**config.mk**
```make
export PLATFORM = sky130hd
export DESIGN_NAME = rc4_keystream_generator
export DESIGN_NICKNAME = d
export VERILOG_FILES = /design/src/hw/rtl/rc4kg_pkg.sv /design/src/hw/rtl/rc4_keystream_generator.sv /design/src/hw/rtl/rc4kg_ctrl.sv /design/src/hw/rtl/rc4kg_dpath.sv
export SDC_FILE = /design/constraint.sdc
export NUM_CORES = 2
export LEC_CHECK = 0
export CORE_MARGIN = 2
export CORE_UTILIZATION = 29
export CTS_CLUSTER_DIAMETER = 40
export CTS_CLUSTER_SIZE = 16
export DETAILED_ROUTE_END_ITERATION = 10
export DONT_BUFFER_PORTS = 1
export SLEW_MARGIN = 25
export SYNTH_ARGS = -nofsm -noshare
export SYNTH_HDL_FRONTEND = slang
export SYNTH_SLANG_ARGS = --single-unit
```
**constraint.sdc**
```tcl
create_clock -name clk -period 25.9 [get_ports clk]
set_input_delay 2.59 -clock clk [delete_from_list [all_inputs] [get_ports clk]]
set_output_delay 2.59 -clock clk [all_outputs]
set_load 0.05 [all_outputs]
```
**src/hw/rtl/rc4kg_pkg.sv**
```systemverilog
// ----------------------------------------------------------------------------
// RC4 keystream generator package
// Command codes, widths and the control/status bundles shared by the
// controller, the datapath and the top level.
// ----------------------------------------------------------------------------
package rc4kg_pkg;

	localparam int unsigned BYTE_W    = 8;
	localparam int unsigned CMD_W     = 2;
	localparam int unsigned TBL_DEPTH = 256;

	// Command codes carried by the cmd field.
	localparam logic [CMD_W-1:0] CMD_RESTART = 2'd0;
	localparam logic [CMD_W-1:0] CMD_KEY     = 2'd1;
	localparam logic [CMD_W-1:0] CMD_GEN     = 2'd2;

	// Commands from the controller to the datapath.
	typedef struct packed {
		logic accept;   // a key or generate word is taken this cycle
		logic restart;  // a restart word is taken this cycle
		logic gen;      // the word in flight is a generate step
		logic step1;    // first read data is back, second read issued
		logic step2;    // second read data is back, first write, index read
		logic step3;    // second write
		logic out_load; // the result goes into the output register
	} ctrl_t;

	// Status from the datapath to the controller.
	typedef struct packed {
		logic out_free; // output register is empty or being drained
	} stat_t;

endpackage

```
**src/hw/rtl/rc4_keystream_generator.sv**
```systemverilog
// ----------------------------------------------------------------------------
// RC4 keystream generator
// Holds the RC4 permutation and the key-schedule and generation index pairs,
// and executes restart, key-schedule and generate words.
// ----------------------------------------------------------------------------
//
// Channel   Signals                               Direction  Meaning
// input     in_valid, in_stall, cmd, key_byte,    in         one command word
//           mask_byte
// output    out_valid, out_stall, stream_byte     out        keystream byte ^ mask
//
// After acceptance, a key or generate word issues one read of the
// permutation memory (one read port, one write port) in the accept cycle, then
// the second read, the first write together with the output-index read (generate
// words only), and the second write, in states S1, S2 and S3. The input is stalled
// until the word is through, so a new word is not taken while one is in progress.
// A restart or unused command word is taken without leaving the idle state and produces no result.
// Reset and restart clear a per-entry valid vector at once, so the memory reads
// as identity immediately; there is no clearing pass.
// A stalled output holds a generate step in S3 until the output register frees;
// the output register lets the next word be accepted while a result waits to be taken.
//
module rc4_keystream_generator (
	input  logic                         clk,
	input  logic                         arst_n,
	input  logic                         in_valid,
	output logic                         in_stall,
	input  logic [rc4kg_pkg::CMD_W-1:0]  cmd,
	input  logic [rc4kg_pkg::BYTE_W-1:0] key_byte,
	input  logic [rc4kg_pkg::BYTE_W-1:0] mask_byte,
	output logic                         out_valid,
	input  logic                         out_stall,
	output logic [rc4kg_pkg::BYTE_W-1:0] stream_byte
);
	import rc4kg_pkg::*;

	ctrl_t ctrl;
	stat_t stat;

	// Sequencer: decides when a word is taken and steps it through the memory.
	rc4kg_ctrl u_ctrl (
		.clk      (clk),
		.arst_n   (arst_n),
		.in_valid (in_valid),
		.cmd      (cmd),
		.in_stall (in_stall),
		.stat     (stat),
		.ctrl     (ctrl)
	);

	// Memory, indices, swap forwarding and the output register.
	rc4kg_dpath u_dpath (
		.clk         (clk),
		.arst_n      (arst_n),
		.ctrl        (ctrl),
		.stat        (stat),
		.key_byte    (key_byte),
		.mask_byte   (mask_byte),
		.out_valid   (out_valid),
		.out_stall   (out_stall),
		.stream_byte (stream_byte)
	);

	// A key or generate word keeps the input busy in the following cycle.
	a_step_busy: assert property (@(posedge clk) disable iff (!arst_n)
		(in_valid && !in_stall && (cmd == CMD_KEY || cmd == CMD_GEN)) |=> in_stall)
		else $error("input not busy after a key or generate word");

	// A restart leaves the input free in the following cycle.
	a_restart_quick: assert property (@(posedge clk) disable iff (!arst_n)
		(in_valid && !in_stall && cmd == CMD_RESTART) |=> !in_stall)
		else $error("input busy after a restart word");

	// A result appears only as the outcome of a generate word.
	a_result_source: assert property (@(posedge clk) disable iff (!arst_n)
		$rose(out_valid) |-> $past(in_valid && !in_stall && cmd == CMD_GEN, 4))
		else $error("result without a generate word");

endmodule

```
**src/hw/rtl/rc4kg_ctrl.sv**
```systemverilog
// ----------------------------------------------------------------------------
// RC4 keystream generator controller
// Sequences one key or generate step through the memory states S1, S2 and S3.
// ----------------------------------------------------------------------------
module rc4kg_ctrl (
	input  logic                      clk,
	input  logic                      arst_n,
	input  logic                      in_valid,
	input  logic [rc4kg_pkg::CMD_W-1:0] cmd,
	output logic                      in_stall,
	input  rc4kg_pkg::stat_t          stat,
	output rc4kg_pkg::ctrl_t          ctrl
);
	import rc4kg_pkg::*;

	typedef enum logic [3:0] {
		ST_IDLE = 4'b0001,
		ST_S1   = 4'b0010,
		ST_S2   = 4'b0100,
		ST_S3   = 4'b1000
	} state_t;

	state_t state_q;
	state_t state_nxt;
	logic   gen_q;
	logic   take;
	logic   is_step;

	assign in_stall = (state_q != ST_IDLE);
	assign take     = in_valid && (state_q == ST_IDLE);
	assign is_step  = (cmd == CMD_KEY) || (cmd == CMD_GEN);

	always_comb begin
		state_nxt = state_q;
		unique case (state_q)
			ST_IDLE: begin
				if (take && is_step) begin
					state_nxt = ST_S1;
				end
			end
			ST_S1: state_nxt = ST_S2;
			ST_S2: state_nxt = ST_S3;
			ST_S3: begin
				// A generate step waits here until the output register has room.
				if (!gen_q || stat.out_free) begin
					state_nxt = ST_IDLE;
				end
			end
			default: state_nxt = ST_IDLE;
		endcase
	end

	always_ff @(posedge clk or negedge arst_n) begin
		if (!arst_n) begin
			state_q <= ST_IDLE;
			gen_q   <= 1'b0;
		end else begin
			state_q <= state_nxt;
			if (take) begin
				gen_q <= (cmd == CMD_GEN);
			end
		end
	end

	always_comb begin
		ctrl.accept   = take && is_step;
		ctrl.restart  = take && (cmd == CMD_RESTART);
		ctrl.gen      = (state_q == ST_IDLE) ? (cmd == CMD_GEN) : gen_q;
		ctrl.step1    = (state_q == ST_S1);
		ctrl.step2    = (state_q == ST_S2);
		ctrl.step3    = (state_q == ST_S3);
		ctrl.out_load = (state_q == ST_S3) && gen_q && stat.out_free;
	end

endmodule

```
**src/hw/rtl/rc4kg_dpath.sv**
```systemverilog
// ----------------------------------------------------------------------------
// RC4 keystream generator datapath
// Permutation memory with per-entry valid bits, index registers, swap
// sequencing and the output register.
// ----------------------------------------------------------------------------
module rc4kg_dpath (
	input  logic                         clk,
	input  logic                         arst_n,
	input  rc4kg_pkg::ctrl_t             ctrl,
	output rc4kg_pkg::stat_t             stat,
	input  logic [rc4kg_pkg::BYTE_W-1:0] key_byte,
	input  logic [rc4kg_pkg::BYTE_W-1:0] mask_byte,
	output logic                         out_valid,
	input  logic                         out_stall,
	output logic [rc4kg_pkg::BYTE_W-1:0] stream_byte
);
	import rc4kg_pkg::*;

	// Permutation memory; an entry never written since restart reads as its index.
	logic [BYTE_W-1:0]    mem [TBL_DEPTH];
	logic [TBL_DEPTH-1:0] vld_q;

	logic [BYTE_W-1:0] rd_q;
	logic [BYTE_W-1:0] rd_addr_q;
	logic              rd_vld_q;
	logic [BYTE_W-1:0] rd_val;
	logic [BYTE_W-1:0] raddr;
	logic              re;
	logic [BYTE_W-1:0] waddr;
	logic [BYTE_W-1:0] wdata;
	logic              we;

	logic [BYTE_W-1:0] sched_i_q, sched_j_q, gen_a_q, gen_b_q;
	logic [BYTE_W-1:0] x_q, y_q, sa_q, sb_q, idx_q;
	logic [BYTE_W-1:0] key_q, mask_q;
	logic [BYTE_W-1:0] y_nxt, idx_nxt, x_nxt, fwd;
	logic              out_valid_q;
	logic [BYTE_W-1:0] out_q;

	assign rd_val  = rd_vld_q ? rd_q : rd_addr_q;
	assign x_nxt   = ctrl.gen ? (gen_a_q + 8'd1) : sched_i_q;
	assign y_nxt   = ctrl.gen ? (gen_b_q + rd_val) : (sched_j_q + rd_val + key_q);
	assign idx_nxt = sa_q + rd_val;

	always_comb begin
		priority if (ctrl.accept) begin
			raddr = x_nxt;
		end else if (ctrl.step1) begin
			raddr = y_nxt;
		end else begin
			raddr = idx_nxt;
		end
	end
	assign re = ctrl.accept || ctrl.step1 || (ctrl.step2 && ctrl.gen);

	assign we    = ctrl.step2 || ctrl.step3;
	assign waddr = ctrl.step2 ? x_q : y_q;
	assign wdata = ctrl.step2 ? rd_val : sa_q;

	always_ff @(posedge clk) begin
		if (we) begin
			mem[waddr] <= wdata;
		end
		if (re) begin
			rd_q <= mem[raddr];
		end
	end

	always_ff @(posedge clk or negedge arst_n) begin
		if (!arst_n) begin
			vld_q     <= '0;
			rd_vld_q  <= 1'b0;
			rd_addr_q <= '0;
		end else begin
			if (ctrl.restart) begin
				vld_q <= '0;
			end else if (we) begin
				vld_q[waddr] <= 1'b1;
			end
			if (re) begin
				rd_vld_q  <= vld_q[raddr];
				rd_addr_q <= raddr;
			end
		end
	end

	always_ff @(posedge clk or negedge arst_n) begin
		if (!arst_n) begin
			sched_i_q <= '0;
			sched_j_q <= '0;
			gen_a_q   <= '0;
			gen_b_q   <= '0;
		end else if (ctrl.restart) begin
			sched_i_q <= '0;
			sched_j_q <= '0;
			gen_a_q   <= '0;
			gen_b_q   <= '0;
		end else begin
			if (ctrl.accept) begin
				if (ctrl.gen) begin
					gen_a_q <= x_nxt;
				end else begin
					sched_i_q <= sched_i_q + 8'd1;
				end
			end
			if (ctrl.step1) begin
				if (ctrl.gen) begin
					gen_b_q <= y_nxt;
				end else begin
					sched_j_q <= y_nxt;
				end
			end
		end
	end

	always_ff @(posedge clk) begin
		if (ctrl.accept) begin
			x_q    <= x_nxt;
			key_q  <= key_byte;
			mask_q <= mask_byte;
		end
		if (ctrl.step1) begin
			y_q  <= y_nxt;
			sa_q <= rd_val;
		end
		if (ctrl.step2) begin
			sb_q  <= rd_val;
			idx_q <= idx_nxt;
		end
	end

	// The index read ran alongside the first write and before the second, so
	// the swapped values are forwarded; the later write wins.
	always_comb begin
		priority if (idx_q == y_q) begin
			fwd = sa_q;
		end else if (idx_q == x_q) begin
			fwd = sb_q;
		end else begin
			fwd = rd_val;
		end
	end

	assign stat.out_free = !out_valid_q || !out_stall;

	always_ff @(posedge clk or negedge arst_n) begin
		if (!arst_n) begin
			out_valid_q <= 1'b0;
		end else if (ctrl.out_load) begin
			out_valid_q <= 1'b1;
		end else if (!out_stall) begin
			out_valid_q <= 1'b0;
		end
	end

	always_ff @(posedge clk) begin
		if (ctrl.out_load) begin
			out_q <= fwd ^ mask_q;
		end
	end

	assign out_valid   = out_valid_q;
	assign stream_byte = out_q;

endmodule
```
## Word level (Yosys, flattened, before mapping)

Memories as Yosys holds them, arrays and structs flattened. A register that Yosys moved wholly into a read port is not among the register bits.
Cells that the tools add are included.
W data, S select, Z words.

- Flip-flop bits (word level): 367
- RAM bits: 2,048
- Input bits: 22
- Output and inout bits: 10
- Memories: 1

Memory list:

| name | depth | width | rd ports | clocked after memory_dff | wr ports | line | text |
|---|---|---|---|---|---|---|---|
| u_dpath.mem | 256 | 8 | 1 | 1 | 1 | rc4kg_dpath.sv:20 | `logic [BYTE_W-1:0] mem [TBL_DEPTH];` |

- $add $sub $neg: 6
- Magnitude comparators: 3
- Eq/ne operators: 13
- Muxes and demuxes: 35
- Bitwise operators: 2
- Reduce and logical (&&, ||, !) cells: 26

Operators with widths:

| kind | count |
|---|---|
| $mux W256 | 2 |
| $or A256 B256 Y256 | 1 |
| $mux W8 | 21 |
| $add A8 B8 Y8 | 4 |
| $lt A8 B9 Y1 const B | 2 |
| $add A8 B1 Y8 const B | 2 |
| $eq A8 B8 Y1 | 2 |
| $pmux W4 S4 | 1 |
| $reduce_and A2 Y1 | 5 |
| $bmux W1 S8 | 1 |
| $demux W1 S8 | 1 |
| $ge A8 B1 Y1 const B | 1 |
| $mux W4 | 2 |
| $reduce_bool A2 Y1 | 4 |
| $xor A8 B8 Y8 | 1 |
| $logic_and A1 B1 Y1 | 7 |
| $mux W1 | 7 |
| $logic_or A1 B1 Y1 | 6 |
| $eq A4 B1 Y1 const B | 1 |
| $eq A4 B2 Y1 const B | 1 |
| $eq A4 B3 Y1 const B | 1 |
| $eq A4 B4 Y1 const B | 1 |
| $ne A2 B1 Y1 const B | 2 |
| $ne A2 B2 Y1 const B | 2 |
| other kinds (5) | 7 |

## Depth between registers and ports, before layout

- Depth after elaboration: 9
- Gate-level depth with buffers: 20

## By module

A second synthesis with hierarchy kept.

- Cells, all modules: 6,182
- Area, all modules: 97,576.1 µm²

Modules (own cells, without submodules):

| module | times used | cells each | area an instance (µm²) | seq. area each (µm²) |
|---|---|---|---|---|
| rc4kg_dpath | 1 | 6,155 | 97,250.8 | 71,118.2 |
| rc4kg_ctrl | 1 | 27 | 325.3 | 126.4 |

## Least setup slack after synthesis

OpenSTA, ideal clock, no wires.

- Path kind: register -> register
- Start: register u_ctrl.state_q[2]
- End: memory u_dpath.mem[0][1] (data pin)
- Library setup time: 2.189 ns
- Arrival: 11.099 ns
- Required time: 23.711 ns
- Setup slack: 12.613 ns
- Cell stages (with the launch flop): 6
- Buffers on the path: 2
- Period minus slack after synthesis: 13.287 ns
- Cell sequence: dfrtp_1 nor2b_1 nand2_1 clkbuf_1 clkbuf_1 o21ai_0

- Longest elaborated chain between the ends: 2

Ends and longest elaborated chain:

| what | line | text |
|---|---|---|
| from (decl) | rc4kg_ctrl.sv:23 | `state_t state_q;` |
| from (signal assigned) | rc4kg_ctrl.sv:58 | `state_q <= state_nxt;` |
| $eq A4 B3 Y1 | rc4kg_ctrl.sv:70 | `ctrl.step2 = (state_q == ST_S2);` |
| $mux W8 | rc4kg_dpath.sv:58 | `assign wdata = ctrl.step2 ? rd_val : sa_q;` |
| named net u_dpath.wdata[1] | rc4kg_dpath.sv:30 | `logic [BYTE_W-1:0] wdata;` |
| to (decl) | rc4kg_dpath.sv:20 |  |

The timed path passes the listed nets, and every way through them passes these cells.

## Final worst setup path

- Start: input port cmd[0] in the netlist's numbering
- End: register u_dpath.rd_vld_q

- Longest elaborated chain between the ends: 7
- Elaborated cells on any way between the ends: 14
- Those cells by class: eq/ne (2); mux (7); reduce/logical (5)

Ends and longest elaborated chain:

| what | line | text |
|---|---|---|
| from (decl) | rc4_keystream_generator.sv:28 | `input logic [rc4kg_pkg::CMD_W-1:0] cmd,` |
| $eq A2 B2 Y1 | rc4kg_ctrl.sv:31, rc4kg_ctrl.sv:68 |  |
| $mux W1 | rc4kg_ctrl.sv:68 | `ctrl.gen = (state_q == ST_IDLE) ? (cmd == CMD_GEN) : gen_q;` |
| $mux W8 | rc4kg_dpath.sv:42 | `assign y_nxt = ctrl.gen ? (gen_b_q + rd_val) : (sched_j_q + rd_val + key_q);` |
| $mux W8 | rc4kg_dpath.sv:48 | `end else if (ctrl.step1) begin` |
| $mux W8 | rc4kg_dpath.sv:46 | `priority if (ctrl.accept) begin` |
| $bmux W1 S8 | rc4kg_dpath.sv:81 | `rd_vld_q <= vld_q[raddr];` |
| $mux W1 (implied by the code) | rc4kg_dpath.sv:81 |  |
| to (signal assigned) | rc4kg_dpath.sv:81 |  |
| to (decl) | rc4kg_dpath.sv:25 | `logic rd_vld_q;` |

Several ways; a longest one is shown, not always the timed one. The select of a mux whose other input is x is not followed.
A chain may end at the register's enable or synchronous reset.

==> metrics.cfg <==
[hold_path]
holdPathStages=2
hp-start=u_dpath.rd_addr_q[1]
holdPathEnd=u_dpath.rd_addr_q[1]
hold_class=reg -> reg

[placed_design]
io_buffers=0
hpwl_mm=192
placed_cell_area_mm2=0.105
dp.cells=11900
gp_congestion=0.892

[clock_tree]
clock_latency_ns=0.91
cts_tree=built
numCtsBuffers=346
h-tree-depth=5
post_cts.repair.setup_buffers=0
post_cts_hold_buffer_count=0
root_buffer=clkbuf_16
ctsLongestPathBuffers=4
cts.clk_slew.worst_paths_ns=0.06
post_cts_resize_count=0
cts.sinks=2423

[critical_path]
start_kind=input port
required_ns=26.67
rrSetupSlack_ns=17.05
timing.rr.end=u_dpath.rd_vld_q
worstPathArrival_ns=9.71
endpoint_kind=register
timing.rr.start=u_dpath.rd_vld_q
cp_common_cell=buf_4
critical_path.max_fanout=58
worstRegToRegCells=18
crit_type=in -> reg
path_cells=inv_1, ha_1, and4b_1, nand2_1, inv_2, o31a_2, buf_4, nand2_4, buf_4, buf_4, buf_4, buf_4, mux4_2, a211oi_1, o32a_1, o21ai_1, a2111oi_0, a211oi_1
slowest_delay_ns=0.71
slowest_stage=buf_4

[floorplanning]
start_util=0.291
design.core.area_mm2=0.342
dieArea_mm2=0.348
pin_count=32
die_y_um=590
chipWidth_um=590
rows=215

[global_routing]
grt_max_degree=304
grt_pass1_vias=65500
antenna_found_initial=22
grt_usage=0.186
grt_overflow=0
grt_pass1_wl_mm=478

[route]
drc=0
vias=69200
dr.pass1.iters=8
routed-wl-met2_mm=147
drt-met1-wl_mm=129
vias_per_cell=5.53
routed.top_layer=met5
wl_per_cell_um=26.8
ant_nets=0
totalWireLength_mm=335
drt_iter0_drc=10500
route.met3.wl_mm=41.8

[final_layout]
area_delta_synth_final_pct=17.5
final_layout_size_suffix_gt1_frac=0.122
multi_input_area_mm2=0.0264
finalInstanceArea_mm2=0.117
nFillCells=32700
final_core_util=0.342
fin_nets=7716
stdcell_count=12500
ff_latch_area_mm2=0.0712

[sta]
fmax_ghz=0.112
rsz0062_at_grt=no
hold_viol=0
period_minus_slack_ns=8.94
worst_pin_slew_ns=1.26
slew_headroom=0.157
slew_violations=0
setup-tns-final_ns=0
setup_viol=0
finalClockSkew_ns=0.0716
min_period_over_period=0.345

[logic_synthesis]
synth_edf_count=2120
synth_cell_type_count=100
synth-seq-cells=2423
syn-cell-area_mm2=0.0996
synth_most_common_cell=edfxtp_1
yosysTopAreaCell=edfxtp_1
synth_top_area_frac=0.639
ys_async_sr_fraction=0.125
synth_nets=7741
yosysWarnings=0
synth_seq_area_share=0.715
syn_area_per_cell_um2=13.0
synthTopCellsByCount=2120 x edfxtp_1, 1498 x nand2_1, 863 x nor2_1, 348 x and3_1, 302 x dfrtp_1
synth_ff_type=edfxtp_1
postSynthCellCount=7685
synthTopCellsByArea=edfxtp_1 64%, dfrtp_1 7.6%, nand2_1 5.6%, nor2_1 3.3%, and3_1 2.2%

[run_status]
status=finished clean

[flow_run]
drv_cap=0

==> placed cells by master, fill, tap and decap left out, drive strengths merged, types with 91 or more instances in the layout <==
master and instances:
a211oi 260, a21oi 200, a311oi 91, a31oi 241, and3 348, buf 162, clkbuf 376, clkinv 101
dfrtp 302, edfxtp 2120, inv 105, nand2 1503, nand3 241, nor2 868, o21ai 153
==> worst max-delay path, delay by kind of cell <==
| kind | cells | cell delay (ns) |
|---|---|---|
| AOI/OAI and AO/OA | 6 | 1.85 |
| buffers and inverters | 7 | 3.39 |
| and+or+nand+nor | 3 | 0.94 |
| adders and majority gates | 1 | 0.33 |
| muxes | 1 | 0.40 |
==> layout make-up <==
class,instances,share of cell area
Multi-Input combinational cell,4707,0.226
Clock buffer,376,0.0764
Timing Repair Buffer,162,0.0135
Inverter,20,0.000673
Tap cell,4557,0.0487
Sequential cell,2423,0.609
Antenna cell,15,0.000321
Clock inverter,262,0.0260
==> registers in the layout (all words and copies together), names as in the netlist, 4 cells and up <==
| name | cells |
|---|---|
| u_dpath.vld_q | 256 |
| u_dpath.sched_j_q | 8 |
| u_dpath.sched_i_q | 8 |
| u_dpath.sb_q | 8 |
| u_dpath.stream_byte | 8 |
| u_dpath.mem | 2048 |
| u_dpath.y_q | 8 |
| u_dpath.mask_q | 8 |
| u_dpath.key_q | 8 |
| u_dpath.gen_b_q | 8 |
| u_dpath.rd_q | 8 |
| u_dpath.gen_a_q | 8 |
| u_dpath.sa_q | 8 |
| u_dpath.rd_addr_q | 8 |
| u_ctrl.state_q | 4 |
| u_dpath.idx_q | 8 |
| u_dpath.x_q | 8 |
==> cells by family (layout without fill, tap and decap cells) <==
family | after synthesis | after routing | share of synthesized area
and+or+nand+nor | 3115 | 3115 | 0.134
DFF | 2423 | 2423 | 0.715
AOI/OAI and AO/OA | 1363 | 1363 | 0.0950
buffers and inverters | 555 | 820 | 0.0251
muxes | 144 | 144 | 0.0212
xor gates and xnor gates | 51 | 51 | 0.00462
adders and majority gates | 34 | 34 | 0.00502
other | 0 | 15 | 0
==> metrics by stage <==
stage,hold slack (ns),worst slack (ns)
after floorplan,0.446,12.61
final,0.485,16.96
after detailed placement,0.472,16.13
after CTS,0.483,17.06
after global placement,0.460,16.12
after global routing,0.501,16.71
==> metal layers <==
layer / GRT usage / up-vias
met4: 0.0917 / 10
met2: 0.277 / 4533
met3: 0.0525 / 904
li1: - / 28800
met1: 0.248 / 35000
met5: 0 / -
==> how the worst max path moves through the flow <==
stage	startpoint	end	slack, ns	cells past startpoint
6_report	cmd[0]	u_dpath.rd_vld_q	16.96	18
3_3_place_gp	cmd[0]	u_dpath.rd_q[2]	16.12	16
2_1_floorplan	u_ctrl.state_q[2]	u_dpath.mem[0][1]	12.61	5
4_1_cts	cmd[0]	u_dpath.rd_q[1]	17.06	17
3_5_place_dp	cmd[0]	u_dpath.rd_q[1]	16.13	17
5_1_grt	cmd[0]	u_dpath.rd_vld_q	16.71	18
Power is not shown: default switching activity piles up to over one toggle a cycle in this logic, so the estimate is an artifact.
